==> config.mk <==
export PLATFORM = sky130hd
export DESIGN_NAME = light_gated_spray_scheduler
export DESIGN_NICKNAME = d
export VERILOG_FILES = /design/src/hw/rtl/lgss_pkg.sv /design/src/hw/rtl/light_gated_spray_scheduler.sv /design/src/hw/rtl/lgss_step.sv
export SDC_FILE = /design/constraint.sdc
export NUM_CORES = 1
export LEC_CHECK = 0
export ABC_AREA = 1
export BUFFER_PORTS_ARGS = -buffer_cell sky130_fd_sc_hd__buf_2
export CORE_ASPECT_RATIO = 1.4
export CORE_MARGIN = 1
export CORE_UTILIZATION = 53
export DETAILED_ROUTE_END_ITERATION = 8
export PLACE_DENSITY = 0.74
export SYNTH_ARGS = -nofsm -noshare
export SYNTH_HDL_FRONTEND = slang
export SYNTH_SLANG_ARGS = --single-unit
==> constraint.sdc <==
create_clock -name i_clk -period 5.32 [get_ports i_clk]
set_input_delay 0.798 -clock i_clk [delete_from_list [all_inputs] [get_ports i_clk]]
set_output_delay 0.798 -clock i_clk [all_outputs]
set_load 0.01 [all_outputs]
==> src/hw/rtl/lgss_pkg.sv <==
package lgss_pkg;

    // Mode stepping defaults.
    localparam logic [3:0] LGSS_FIRST_MODE = 4'd4;
    localparam logic [3:0] LGSS_MODE_LIMIT = 4'd13;
    localparam logic [3:0] LGSS_RESET_MODE = 4'd5;

    // Mode boundaries of the light rules.
    localparam logic [3:0] LGSS_MODE_GAP_LIMIT  = 4'd5;
    localparam logic [3:0] LGSS_MODE_LIT_FIRST  = 4'd8;
    localparam logic [3:0] LGSS_MODE_DARK_FIRST = 4'd11;

    // Blink counts for tick items.
    localparam logic [3:0] LGSS_BLINK_NONE = 4'd0;
    localparam logic [3:0] LGSS_BLINK_DARK = 4'd1;
    localparam logic [3:0] LGSS_BLINK_LIT  = 4'd2;

    localparam int unsigned LGSS_CFG_W     = 32;
    localparam int unsigned LGSS_CFG_IDX_W = 3;
    localparam logic [15:0] LGSS_TIMER_MAX = 16'hFFFF;

    // Reset values of the configuration registers.
    localparam logic [31:0] LGSS_RST_THRESHOLD = 32'd50000;
    localparam logic [15:0] LGSS_RST_MIN_LIGHT = 16'd16;
    localparam logic [15:0] LGSS_RST_MAX_LIGHT = 16'd375;
    localparam logic [15:0] LGSS_RST_MIN_GAP   = 16'd94;
    localparam logic [15:0] LGSS_RST_P_SHORT   = 16'd375;
    localparam logic [15:0] LGSS_RST_P_MID     = 16'd1125;
    localparam logic [15:0] LGSS_RST_P_LONG    = 16'd2250;

    typedef enum logic [LGSS_CFG_IDX_W-1:0] {
        CFG_LIGHT_THRESHOLD = 3'd0,
        CFG_MIN_LIGHT_TICKS = 3'd1,
        CFG_MAX_LIGHT_TICKS = 3'd2,
        CFG_MIN_GAP_TICKS   = 3'd3,
        CFG_PERIOD_SHORT    = 3'd4,
        CFG_PERIOD_MID      = 3'd5,
        CFG_PERIOD_LONG     = 3'd6
    } t_cfg_idx;

    typedef enum logic {
        OP_TICK   = 1'b0,
        OP_BUTTON = 1'b1
    } t_opcode;

    typedef enum logic [1:0] {
        PER_SHORT = 2'd0,
        PER_MID   = 2'd1,
        PER_LONG  = 2'd2
    } t_period_sel;

    typedef struct packed {
        logic [31:0] light_threshold;
        logic [15:0] min_light_ticks;
        logic [15:0] max_light_ticks;
        logic [15:0] min_gap_ticks;
        logic [15:0] period_short;
        logic [15:0] period_mid;
        logic [15:0] period_long;
    } t_cfg;

    typedef struct packed {
        t_opcode     opcode;
        logic [31:0] light_count;
        logic        spray_button;
        logic        mode_button;
    } t_item;

    typedef struct packed {
        logic [15:0] period_timer;
        logic [15:0] lit_ticks;
        logic [3:0]  mode;
    } t_state;

    typedef struct packed {
        logic       spray;
        logic [3:0] blink_count;
        logic       light_on;
        logic [3:0] current_mode;
    } t_result;

    // Period choice follows (mode - 1) mod 3; mode zero wraps to the short period.
    function automatic t_period_sel period_sel(input logic [3:0] mode);
        t_period_sel sel;
        case (mode) inside
            4'd1, 4'd4, 4'd7, 4'd10, 4'd13, 4'd0: sel = PER_SHORT;
            4'd2, 4'd5, 4'd8, 4'd11, 4'd14:       sel = PER_MID;
            default:                              sel = PER_LONG;
        endcase
        return sel;
    endfunction

    function automatic logic [15:0] sat_inc(input logic [15:0] value);
        return (value == LGSS_TIMER_MAX) ? value : value + 16'd1;
    endfunction

endpackage

==> src/hw/rtl/light_gated_spray_scheduler.sv <==
// Light-gated spray scheduler.
// Input channel (i_in_valid / o_in_stall) carries one item: a tick with a
// light-sensor count, or a button event with the spray and mode buttons.
// Output channel (o_out_valid / i_out_stall) returns exactly one result per
// item: spray decision, blink count, light judgement and the mode after it.
// An item is taken at a clock edge with valid high and stall low.
// The item is captured in an input register, evaluated combinationally against
// the timers and mode, and its result lands in the output register, where it
// is offered and can be taken at a clock edge with i_out_stall low. One item
// per cycle is taken for as long as the output side keeps up; the single
// compare-and-update step between the two registers sets that rate.
// When the receiver stalls, the result waits in the output register, the
// next item waits in the input register, and o_in_stall rises only once both
// are full. Configuration writes (i_cfg_we, i_cfg_index, i_cfg_data) are to be
// made by the user while no item is in flight; the block does not enforce this.
// Synchronous active-low reset empties both registers, clears the timers, sets
// the mode to RESET_MODE and loads the default configuration.
module light_gated_spray_scheduler
    import lgss_pkg::*;
#(
    parameter logic [3:0] FIRST_MODE = LGSS_FIRST_MODE,
    parameter logic [3:0] MODE_LIMIT = LGSS_MODE_LIMIT,
    parameter logic [3:0] RESET_MODE = LGSS_RESET_MODE
) (
    input  logic                      i_clk,
    input  logic                      i_rst_n,
    input  logic                      i_in_valid,
    output logic                      o_in_stall,
    input  logic                      i_opcode,
    input  logic [31:0]               i_light_count,
    input  logic                      i_spray_button,
    input  logic                      i_mode_button,
    output logic                      o_out_valid,
    input  logic                      i_out_stall,
    output logic                      o_spray,
    output logic [3:0]                o_blink_count,
    output logic                      o_light_on,
    output logic [3:0]                o_current_mode,
    input  logic                      i_cfg_we,
    input  logic [LGSS_CFG_IDX_W-1:0] i_cfg_index,
    input  logic [LGSS_CFG_W-1:0]     i_cfg_data
);

    t_cfg    r_cfg;
    t_state  r_state;
    t_state  n_state;
    t_item   r_item;
    t_result r_result;
    t_result n_result;
    logic    r_in_valid;
    logic    r_out_valid;
    logic    out_free;
    logic    advance;
    logic    in_take;

    assign out_free   = !r_out_valid || !i_out_stall;
    assign advance    = r_in_valid && out_free;
    assign o_in_stall = r_in_valid && !out_free;
    assign in_take    = i_in_valid && !o_in_stall;

    lgss_step #(
        .FIRST_MODE(FIRST_MODE),
        .MODE_LIMIT(MODE_LIMIT)
    ) u_step (
        .i_item   (r_item),
        .i_state  (r_state),
        .i_cfg    (r_cfg),
        .o_state  (n_state),
        .o_result (n_result)
    );

    always_ff @(posedge i_clk) begin
        if (!i_rst_n) begin
            r_cfg.light_threshold <= LGSS_RST_THRESHOLD;
            r_cfg.min_light_ticks <= LGSS_RST_MIN_LIGHT;
            r_cfg.max_light_ticks <= LGSS_RST_MAX_LIGHT;
            r_cfg.min_gap_ticks   <= LGSS_RST_MIN_GAP;
            r_cfg.period_short    <= LGSS_RST_P_SHORT;
            r_cfg.period_mid      <= LGSS_RST_P_MID;
            r_cfg.period_long     <= LGSS_RST_P_LONG;
        end else if (i_cfg_we) begin
            unique case (i_cfg_index)
                CFG_LIGHT_THRESHOLD: r_cfg.light_threshold <= i_cfg_data;
                CFG_MIN_LIGHT_TICKS: r_cfg.min_light_ticks <= i_cfg_data[15:0];
                CFG_MAX_LIGHT_TICKS: r_cfg.max_light_ticks <= i_cfg_data[15:0];
                CFG_MIN_GAP_TICKS:   r_cfg.min_gap_ticks   <= i_cfg_data[15:0];
                CFG_PERIOD_SHORT:    r_cfg.period_short    <= i_cfg_data[15:0];
                CFG_PERIOD_MID:      r_cfg.period_mid      <= i_cfg_data[15:0];
                CFG_PERIOD_LONG:     r_cfg.period_long     <= i_cfg_data[15:0];
                default: ;
            endcase
        end
    end

    always_ff @(posedge i_clk) begin
        if (!i_rst_n) begin
            r_state.period_timer <= 16'd0;
            r_state.lit_ticks    <= 16'd0;
            r_state.mode         <= RESET_MODE;
            r_in_valid           <= 1'b0;
            r_out_valid          <= 1'b0;
        end else begin
            if (advance) begin
                r_state <= n_state;
            end
            if (in_take) begin
                r_in_valid <= 1'b1;
            end else if (advance) begin
                r_in_valid <= 1'b0;
            end
            if (out_free) begin
                r_out_valid <= r_in_valid;
            end
        end
    end

    always_ff @(posedge i_clk) begin
        if (in_take) begin
            r_item.opcode       <= t_opcode'(i_opcode);
            r_item.light_count  <= i_light_count;
            r_item.spray_button <= i_spray_button;
            r_item.mode_button  <= i_mode_button;
        end
        if (advance) begin
            r_result <= n_result;
        end
    end

    assign o_out_valid    = r_out_valid;
    assign o_spray        = r_result.spray;
    assign o_blink_count  = r_result.blink_count;
    assign o_light_on     = r_result.light_on;
    assign o_current_mode = r_result.current_mode;

`ifndef NO_ASSERTIONS
    a_reset_mode: assert property (@(posedge i_clk) disable iff (!i_rst_n)
        $past(!i_rst_n) |-> (r_state.mode == RESET_MODE))
        else $error("mode not at reset value after reset");

    a_lit_blink: assert property (@(posedge i_clk) disable iff (!i_rst_n)
        (o_out_valid && o_light_on) |-> (o_blink_count == LGSS_BLINK_LIT))
        else $error("lit tick result without lit blink count");

    a_stall_full: assert property (@(posedge i_clk) disable iff (!i_rst_n)
        o_in_stall |-> (r_in_valid && r_out_valid))
        else $error("input stalled while a register is free");
`endif

endmodule

==> src/hw/rtl/lgss_step.sv <==
module lgss_step
    import lgss_pkg::*;
#(
    parameter logic [3:0] FIRST_MODE = LGSS_FIRST_MODE,
    parameter logic [3:0] MODE_LIMIT = LGSS_MODE_LIMIT
) (
    input  t_item   i_item,
    input  t_state  i_state,
    input  t_cfg    i_cfg,
    output t_state  o_state,
    output t_result o_result
);

    logic [15:0] period;
    logic [15:0] pt_inc;
    logic [15:0] pt_after_period;
    logic [15:0] lt_inc;
    logic        lit;
    logic        period_hit;
    logic        period_spray;
    logic        off_spray;
    logic [3:0]  mode;
    logic [3:0]  next_mode;

    assign mode = i_state.mode;

    always_comb begin
        case (period_sel(mode))
            PER_SHORT: period = i_cfg.period_short;
            PER_MID:   period = i_cfg.period_mid;
            default:   period = i_cfg.period_long;
        endcase
    end

    assign lit        = i_item.light_count < i_cfg.light_threshold;
    assign pt_inc     = sat_inc(i_state.period_timer);
    assign lt_inc     = sat_inc(i_state.lit_ticks);
    assign period_hit = (mode != 4'd0) && (pt_inc >= period);

    // The period timer restarts on every hit, whether or not the light rule lets the motor run.
    assign pt_after_period = period_hit ? 16'd0 :
                             (pt_inc > i_cfg.period_long) ? i_cfg.period_long : pt_inc;

    always_comb begin
        period_spray = 1'b0;
        if (mode < LGSS_MODE_LIT_FIRST) begin
            period_spray = !lit || (i_state.lit_ticks >= i_cfg.max_light_ticks);
        end else if (mode < LGSS_MODE_DARK_FIRST) begin
            period_spray = lit;
        end else begin
            period_spray = !lit;
        end
        period_spray = period_spray && period_hit;
    end

    // A light-on spell that just ended may trigger a spray in the low modes.
    assign off_spray = (mode < LGSS_MODE_GAP_LIMIT)
                       && (i_state.lit_ticks > i_cfg.min_light_ticks)
                       && (pt_after_period > i_cfg.min_gap_ticks);

    always_comb begin
        next_mode = mode + 4'd1;
        if (next_mode == MODE_LIMIT) begin
            next_mode = FIRST_MODE;
        end
    end

    always_comb begin
        o_state  = i_state;
        o_result = '0;
        if (i_item.opcode == OP_TICK) begin
            o_result.light_on = lit;
            if (lit) begin
                o_result.spray       = period_spray;
                o_result.blink_count = LGSS_BLINK_LIT;
                o_state.period_timer = pt_after_period;
                o_state.lit_ticks    = (lt_inc > i_cfg.max_light_ticks) ?
                                       i_cfg.max_light_ticks : lt_inc;
            end else begin
                o_result.spray       = period_spray || off_spray;
                o_result.blink_count = off_spray ? LGSS_BLINK_NONE : LGSS_BLINK_DARK;
                o_state.period_timer = off_spray ? 16'd0 : pt_after_period;
                o_state.lit_ticks    = 16'd0;
            end
        end else begin
            if (i_item.spray_button) begin
                o_result.spray       = 1'b1;
                o_state.period_timer = 16'd0;
            end
            if (i_item.mode_button) begin
                o_state.mode         = next_mode;
                o_state.period_timer = 16'd0;
                o_state.lit_ticks    = 16'd0;
                o_result.blink_count = next_mode - FIRST_MODE + 4'd1;
            end
        end
        o_result.current_mode = o_state.mode;
    end

endmodule
==> results by group, run 1 <==
Critical path
  • Worst path max stage delay: 0.40 ns
  • Crit start category: flip-flop
  • Critical R2R Launch: r_state[0]
  • R2R setup slack: 0.42 ns
  • Endpoint class of the critical path: flip-flop
  • Reg-to-reg endpoint: r_state[26]
  • Slowest CP cell: dfxtp_1
  • Setup CP Type: reg -> reg
  • Critical Path Start: r_state[0]
  • CP max FO: 17
  • Critical path arrival: 5.27 ns
  • Register-to-Register Path Depth: 33
  • Worst path required time: 5.69 ns

CTS
  • Clock Latency Late Sink: 0.51 ns
  • TritonCTS clock tree: yes
  • Hold_buf cts: 0
  • CTS root buf: clkbuf_16
  • CTS H-tree lvls: 1
  • Clock-pin slew on the worst setup and hold paths: 0.06 ns
  • TritonCTS Sinks: 211
  • CTS buffer count: 22
  • Worst-case clock buffer depth: 3

Finish
  • Multi-input gate area: 6630 µm²
  • Register area: 4680 µm²
  • Final net count: 1937
  • Design area: 13800 µm²
  • Inserted Diodes: 0
  • Syn-to-layout area delta: 11.9%
  • Layout cells sized above 1: 0.109
  • Fillers: 2074

Synth
  • Synth warn: 0
  • Cells after Synth: 1654
  • Post-synth EDFFs: 45
  • Synth async-reset ratio: 0
  • Most numerous cell in the Yosys netlist: nand2_1
  • Synthesized area per cell: 7.45 µm²
  • Area leader, netlist: dfxtp_1
  • Post-synth top area share: 0.270
  • Flops & latches, synth: 211
  • Yosys cell types: 44
  • Top cells by count, synth: 311 x nand2_1, 221 x inv_1, 180 x nor2_1
  • Synth Cell Area: 12300 µm²
  • Synth Flop Type: dfxtp_1
  • Post-synthesis sequential area ratio: 0.379
  • Main area contributors after synthesis: dfxtp_1 27%, ha_1 14%, edfxtp_1 11%
  • Mapped Nets: 1864

Place
  • DP HPWL: 25300 µm
  • Gpl congestion: 1.01
  • IO Port Bufs: 86
  • Dpl cell area: 13000 µm²

Floorplanning
  • DIE HEIGHT: 182 µm
  • Row Count: 65
  • Die width: 131 µm
  • Initial Utilization: 0.543
  • Core ar.: 22700 µm²
  • IO Pins: 87
  • Die area: 23900 µm²

Global routing
  • First-pass GRT wire length: 54100 µm
  • Initial antenna violation count: 0
  • Vias in the first global route: 10700
  • GR Util All Layers: 0.294
  • Pin count of the biggest net entering global routing: 104
  • Grt total ovfl: 0

Timing
  • Final min period: 4.90 ns
  • Fin. Hold Viols: 0
  • Final setup violation count: 0
  • Fmax: 204 MHz
  • Clock Skew: 0.0167 ns
  • Slew @ Worst Pin: 1.33 ns
  • Max Slew Vio Count: 0
  • Final setup TNS: 0 ns
  • Final worst-path cycle share: 0.921
  • Slew HR: 0.109

Route
  • Drt first pass iters: 6
  • Final antenna-violating net count: 0
  • Drt wl/cell: 16.8 µm
  • Vias per cell: 5.56
  • DRT Wirelength: 34400 µm
  • Vias: 11400
  • Iter 0 DRT Violations: 796
  • Residual DRC: 0

Run
  • Maxcap violations: 0

Power and ir drop
  • Max VDD drop: 0.000253 V
  • Leak pwr: 6.58 nW
  • Pwr/cell area: 267 nW/µm²

Min path
  • Hold-critical path endpoint: r_cfg[115]
  • Hold_sp: r_cfg[115]
  • Worst Hold Class: reg -> reg
  • Min-Delay Path Depth: 2

Outcome
  • Outcome: finished, final reports clean
## layout by cell type (no fill, tap or decap), types with 2 or more instances in the layout
| cell | netlist | layout |
|---|---|---|
| clkinv_1 | 4 | 8 |
| o22ai_1 | 2 | 2 |
| nand2_2 | 4 | 5 |
| nand2_1 | 311 | 309 |
| nand2_4 | 2 | 5 |
| clkinv_2 | 0 | 2 |
| nor3_1 | 17 | 16 |
| edfxtp_1 | 45 | 45 |
| nand4_1 | 15 | 15 |
| ha_1 | 135 | 134 |
| o21ai_1 | 2 | 2 |
| o221ai_2 | 0 | 2 |
| o21a_1 | 4 | 4 |
| nor3_2 | 1 | 2 |
| clkbuf_1 | 44 | 6 |
| o221ai_1 | 8 | 6 |
| buf_4 | 1 | 14 |
| clkbuf_16 | 0 | 23 |
| inv_1 | 221 | 219 |
| buf_2 | 9 | 85 |
| nand3_1 | 80 | 79 |
| xor2_1 | 9 | 9 |
| nand3_2 | 2 | 3 |
| nor2_2 | 12 | 12 |
| o211ai_1 | 21 | 21 |
| a21oi_1 | 173 | 172 |
| dfxtp_1 | 166 | 165 |
| clkinvlp_4 | 0 | 4 |
| inv_2 | 2 | 4 |
| a21oi_2 | 9 | 10 |
| a21o_1 | 2 | 2 |
| a221oi_1 | 7 | 7 |
| o21ai_0 | 141 | 141 |
| or2_2 | 4 | 4 |
| nor2_1 | 180 | 180 |
| o21bai_1 | 6 | 6 |
| nor2_4 | 3 | 3 |
## routing by layer
| metal | GRT usage | up-vias | routed length [µm] |
|---|---|---|---|
| li1 | - | 5639 | - |
| met1 | 0.338 | 5200 | 13400 |
| met2 | 0.505 | 398 | 16700 |
| met3 | 0.0469 | 121 | 2080 |
| met4 | 0.178 | 0 | 2230 |
| met5 | 0 | - | 0 |
## worst max-delay path by stage
stage / endpoint / slack [ns] / cells past startpoint
floorplan: o_spray / 0.82 / 33
global placement: o_spray / 0.14 / 32
detailed placement: o_spray / -0.02 / 32
CTS: o_spray / 0.02 / 33
global route: r_state[20] / -0.01 / 33
finish: r_state[26] / 0.42 / 33
## cells by family after synthesis
| logic type | synth area share |
|---|---|
| xor+xnor | 0.00711 |
| compound gates | 0.169 |
| simple gates | 0.219 |
| flops | 0.379 |
| fa+ha+maj | 0.137 |
| buf+inv | 0.0884 |
## stage by stage
step | hold slack (ns) | power [W] | utilization | instances | worst slack [ns]
floorplan | 0.429 | 0.00204 | - | 1654 | 0.816
global placement | 0.444 | 0.00218 | 0.572 | 1997 | 0.140
detailed placement | 0.448 | 0.00220 | 0.572 | 1997 | -0.0230
CTS | 0.446 | 0.00366 | 0.602 | 2037 | 0.0244
global route | 0.448 | 0.00383 | 0.608 | 2044 | -0.0107
finish | 0.459 | 0.00368 | 0.608 | 2044 | 0.421
## sequential cells by signal (all words and copies together), names as in the netlist
| signal | cells |
|---|---|
| o_blink_count | 4 |
| o_current_mode | 4 |
| o_light_on | 1 |
| o_out_valid | 1 |
| o_spray | 1 |
| r_cfg | 128 |
| r_in_valid | 1 |
| r_item | 35 |
| r_state | 36 |
## report_power, final
| part | internal (W) | leakage (nW) | total [W] | switching (W) |
|---|---|---|---|---|
| Clock | 0.000839 | 0.322 | 0.00147 | 0.000631 |
| Sequential | 0.00170 | 1.79 | 0.00172 | 0.0000264 |
| Combinational | 0.000167 | 4.47 | 0.000484 | 0.000316 |
## critical path, delay by kind of cell, from the launching register on
| kind | cells | cell delay (ns) |
|---|---|---|
| fa+ha+maj | 3 | 0.75 |
| flops | 1 | 0.40 |
| simple gates | 14 | 1.54 |
| compound gates | 8 | 1.23 |
| buf+inv | 8 | 0.83 |
## what timing repair did
action / in CTS / in global routing
endpoints found under the setup margin: 16 / 18
pin swaps: 0 / 2
resized for setup: 1 / 16
setup buffers: 0 / 4
cloned: 0 / 3
## layout make-up
| class | instances | share of cell area |
|---|---|---|
| clock buffers | 29 | 0.0434 |
| clock inverters | 11 | 0.00563 |
| inverters | 227 | 0.0624 |
| multi-input cells | 1163 | 0.481 |
| flip-flops and latches | 211 | 0.339 |
| well taps | 301 | 0.0273 |
| repair buffers | 101 | 0.0408 |
| repair inverters | 1 | 0.000363 |
No activity file was read; power rests on OpenSTA's default activity.
==> inputs of run 2 (changes only) <==
--- a/config.mk
+++ b/config.mk
@@ -6,9 +6,10 @@
 export NUM_CORES = 1
 export LEC_CHECK = 0
 export ABC_AREA = 1
+export ABC_CLOCK_PERIOD_IN_PS = 5320
 export BUFFER_PORTS_ARGS = -buffer_cell sky130_fd_sc_hd__buf_2
 export CORE_ASPECT_RATIO = 1.4
-export CORE_MARGIN = 1
+export CORE_MARGIN = 5
 export CORE_UTILIZATION = 53
 export DETAILED_ROUTE_END_ITERATION = 8
 export PLACE_DENSITY = 0.74
==> run 2 against run 1 <==
  * Global-route usage fell by 4.4 points
  * Maximum frequency decreased by 0.59%
  * Clock skew is 0.0013 ns higher
  * Register-to-register slack worse by 0.03 ns
  * Highest routed layer unchanged
  * Combinational power down 1%
  * Utilization decreased by 1.3 points
  * Die area increased by 11%
  * Final area shrank 0.30%
  * Clock power shrank 7%
  * Sequential power about the same
  * Largest power group unchanged
  * Non-clock buffer count up 4
==> results by group, run 2 (synthesized netlist as in run 1, its figures left out) <==
Place
  • Placed cells: 2004 (was 1997)
  • DP HPWL: 25600 µm (was 25300 µm)
  • IO Port Bufs: 86 (unchanged)
  • Gpl congestion: 0.924 (was 1.01)

Timing
  • Slew @ Worst Pin: 1.25 ns (was 1.33 ns)
  • Clock Skew: 0.0180 ns (was 0.0167 ns)
  • Slew HR: 0.164 (was 0.109)
  • Final min period: 4.93 ns (was 4.90 ns)
  • Fin. Hold Viols: 0 (unchanged)
  • Final worst-path cycle share: 0.926 (was 0.921)
  • Fmax: 203 MHz (was 204 MHz)
  • Final setup violation count: 0 (unchanged)
  • Hold WS: 0.459 ns (about the same)
  • Max Slew Vio Count: 0 (unchanged)

Outcome
  • Outcome: finished, final reports clean (unchanged)

Floorplanning
  • Core ar.: 23100 µm² (was 22700 µm²)
  • Initial Utilization: 0.533 (was 0.543)
  • Die width: 139 µm (was 131 µm)
  • Row Count: 66 (was 65)
  • IO Pins: 87 (unchanged)
  • Die area: 26400 µm² (was 23900 µm²)
  • DIE HEIGHT: 190 µm (was 182 µm)

Global routing
  • Grt total ovfl: 0 (unchanged)
  • Vias in the first global route: 10600 (was 10700)
  • Initial antenna violation count: 0 (unchanged)
  • First-pass GRT wire length: 53700 µm (was 54100 µm)
  • Pin count of the biggest net entering global routing: 96 (was 104)
  • GR Util All Layers: 0.251 (was 0.294)

Finish
  • Max FFs per register: 128 (unchanged)
  • Inserted Diodes: 0 (unchanged)
  • Commonest non-fill, non-tap cell in the layout: nand2_1 (unchanged)
  • Fillers: 2148 (was 2074)
  • Layout cells sized above 1: 0.108 (was 0.109)
  • Most frequent cells in the layout: 310 x nand2_1, 220 x inv_1, 180 x nor2_1 (was 309 x nand2_1, 219 x inv_1, 180 x nor2_1)
  • Top Registers: r_cfg x128, r_state x36, r_item x35 (unchanged)
  • Syn-to-layout area delta: 11.5% (was 11.9%)
  • Final net count: 1940 (was 1937)
  • Final cell count without fillers: 2051 (was 2044)
  • Largest Register: r_cfg (unchanged)

Critical path
  • CP dominant cell by count: nand2_1
  • Critical path arrival: 5.30 ns (was 5.27 ns)
  • Critical path's top delay family: simple AND/OR/NAND/NOR gates (unchanged)
  • Buf+Inv Stages, Crit Path: 9 (was 8)
  • Worst path required time: 5.69 ns (about the same)
  • CP max FO: 16 (was 17)
  • Crit start category: flip-flop (unchanged)
  • Worst path max stage delay: 0.37 ns (was 0.40 ns)
  • Slowest CP cell: dfxtp_2 (was dfxtp_1)
  • Endpoint class of the critical path: flip-flop (unchanged)
  • Setup CP Type: reg -> reg (unchanged)

CTS
  • CTS buffer count: 21 (was 22)
  • Worst-case clock buffer depth: 3 (unchanged)
  • CTS root buf: clkbuf_16 (unchanged)
  • Clock-pin slew on the worst setup and hold paths: 0.07 ns (was 0.06 ns)
  • TritonCTS clock tree: yes (unchanged)
  • TritonCTS Sinks: 211 (unchanged)
  • CTS H-tree lvls: 1 (unchanged)
  • Clock Latency Late Sink: 0.51 ns (about the same)

Route
  • Vias: 11100 (was 11400)
  • DRT Wirelength: 34100 µm (was 34400 µm)
  • Drt wl/cell: 16.6 µm (was 16.8 µm)
  • Drt first pass iters: 5 (was 6)
  • Iter 0 DRT Violations: 767 (was 796)
  • Residual DRC: 0 (unchanged)
  • Final antenna-violating net count: 0 (unchanged)
  • Vias per cell: 5.43 (was 5.56)

Power and ir drop
  • Leak pwr: 6.57 nW (was 6.58 nW)
  • Max VDD drop: 0.000293 V (was 0.000253 V)
  • Pwr/cell area: 259 nW/µm² (was 267 nW/µm²)
  • Pwr Total: 0.00357 W (was 0.00368 W)

Min path
  • Worst Hold Class: reg -> reg (unchanged)

Run
  • Maxcap violations: 0 (unchanged)
run 2: cell count changes in the layout (fill, tap and decap cells not counted), moves of 2 or more:
cell	previous run	this run
clkinv_1	8	6
o221ai_2	2	0
nand2_2	5	3
clkbuf_16	23	21
buf_4	14	18
o221ai_1	6	8
run 2: per-layer routing:
layer / wire, µm / global-route usage / part of all wire / vias to the layer above
li1: - / - / - / 5631
met1: 13400 / 0.293 / 0.39 / 5087
met2: 17400 / 0.465 / 0.51 / 340
met3: 1710 / 0.0233 / 0.050 / 83
met4: 1560 / 0.109 / 0.046 / 0
met5: 0 / 0 / 0 / -
run 2: final cells by class:
| type | count | area, µm² | share of cell area |
|---|---|---|---|
| multi-input combinational | 1162 | 6600 | 0.480 |
| sequential | 211 | 4680 | 0.340 |
| inverter | 227 | 860 | 0.0625 |
| timing repair buffer | 105 | 592 | 0.0431 |
| clock buffer | 29 | 566 | 0.0411 |
| tap | 306 | 383 | 0.0279 |
| clock inverter | 9 | 50.0 | 0.00364 |
| timing repair inverter | 2 | 15.0 | 0.00109 |
run 2: final timing paths:
path               from  slack, ns  cells past startpoint          end
min reg2reg  r_cfg[127]       0.46                      2   r_cfg[127]
max reg2reg  r_state[0]       0.39                     34  r_state[32]
max          r_state[0]       0.39                     34  r_state[32]
min          r_cfg[127]       0.46                      2   r_cfg[127]
run 2: timing repair:
action                                  in CTS  in global routing
cloned                                       0                  3
buffers inserted                             0                  6
resized for setup                            1                 13
endpoints found under the setup margin      17                 18
hold buffers                                 0                  0
pin swaps                                    0                  2
run 2: per-stage QoR:
stage           util  setup TNS (ns)  setup WS, ns  area, µm²
3_3_place_gp   0.563               0        0.0599      13000
6_report       0.594               0         0.392      13700
3_5_place_dp   0.563          -0.623       -0.0858      13000
5_1_grt        0.594          -0.156       -0.0281      13700
4_1_cts        0.589               0        0.0554      13600
2_1_floorplan      -               0         0.816      12300
run 2: worst min-delay path: cells and delay by family, from the launching register on:
| family | cells | cell delay (ns) |
|---|---|---|
| AO/OA/AOI/OAI | 1 | 0.05 |
| buffers and inverters | 1 | 0.06 |
| flip-flops | 1 | 0.30 |
run 2: where the power goes:
part | internal [W] | switching, W
combinational | 0.000166 | 0.000313
sequential | 0.00170 | 0.0000277
clock | 0.000748 | 0.000615
total | 0.00261 | 0.000955
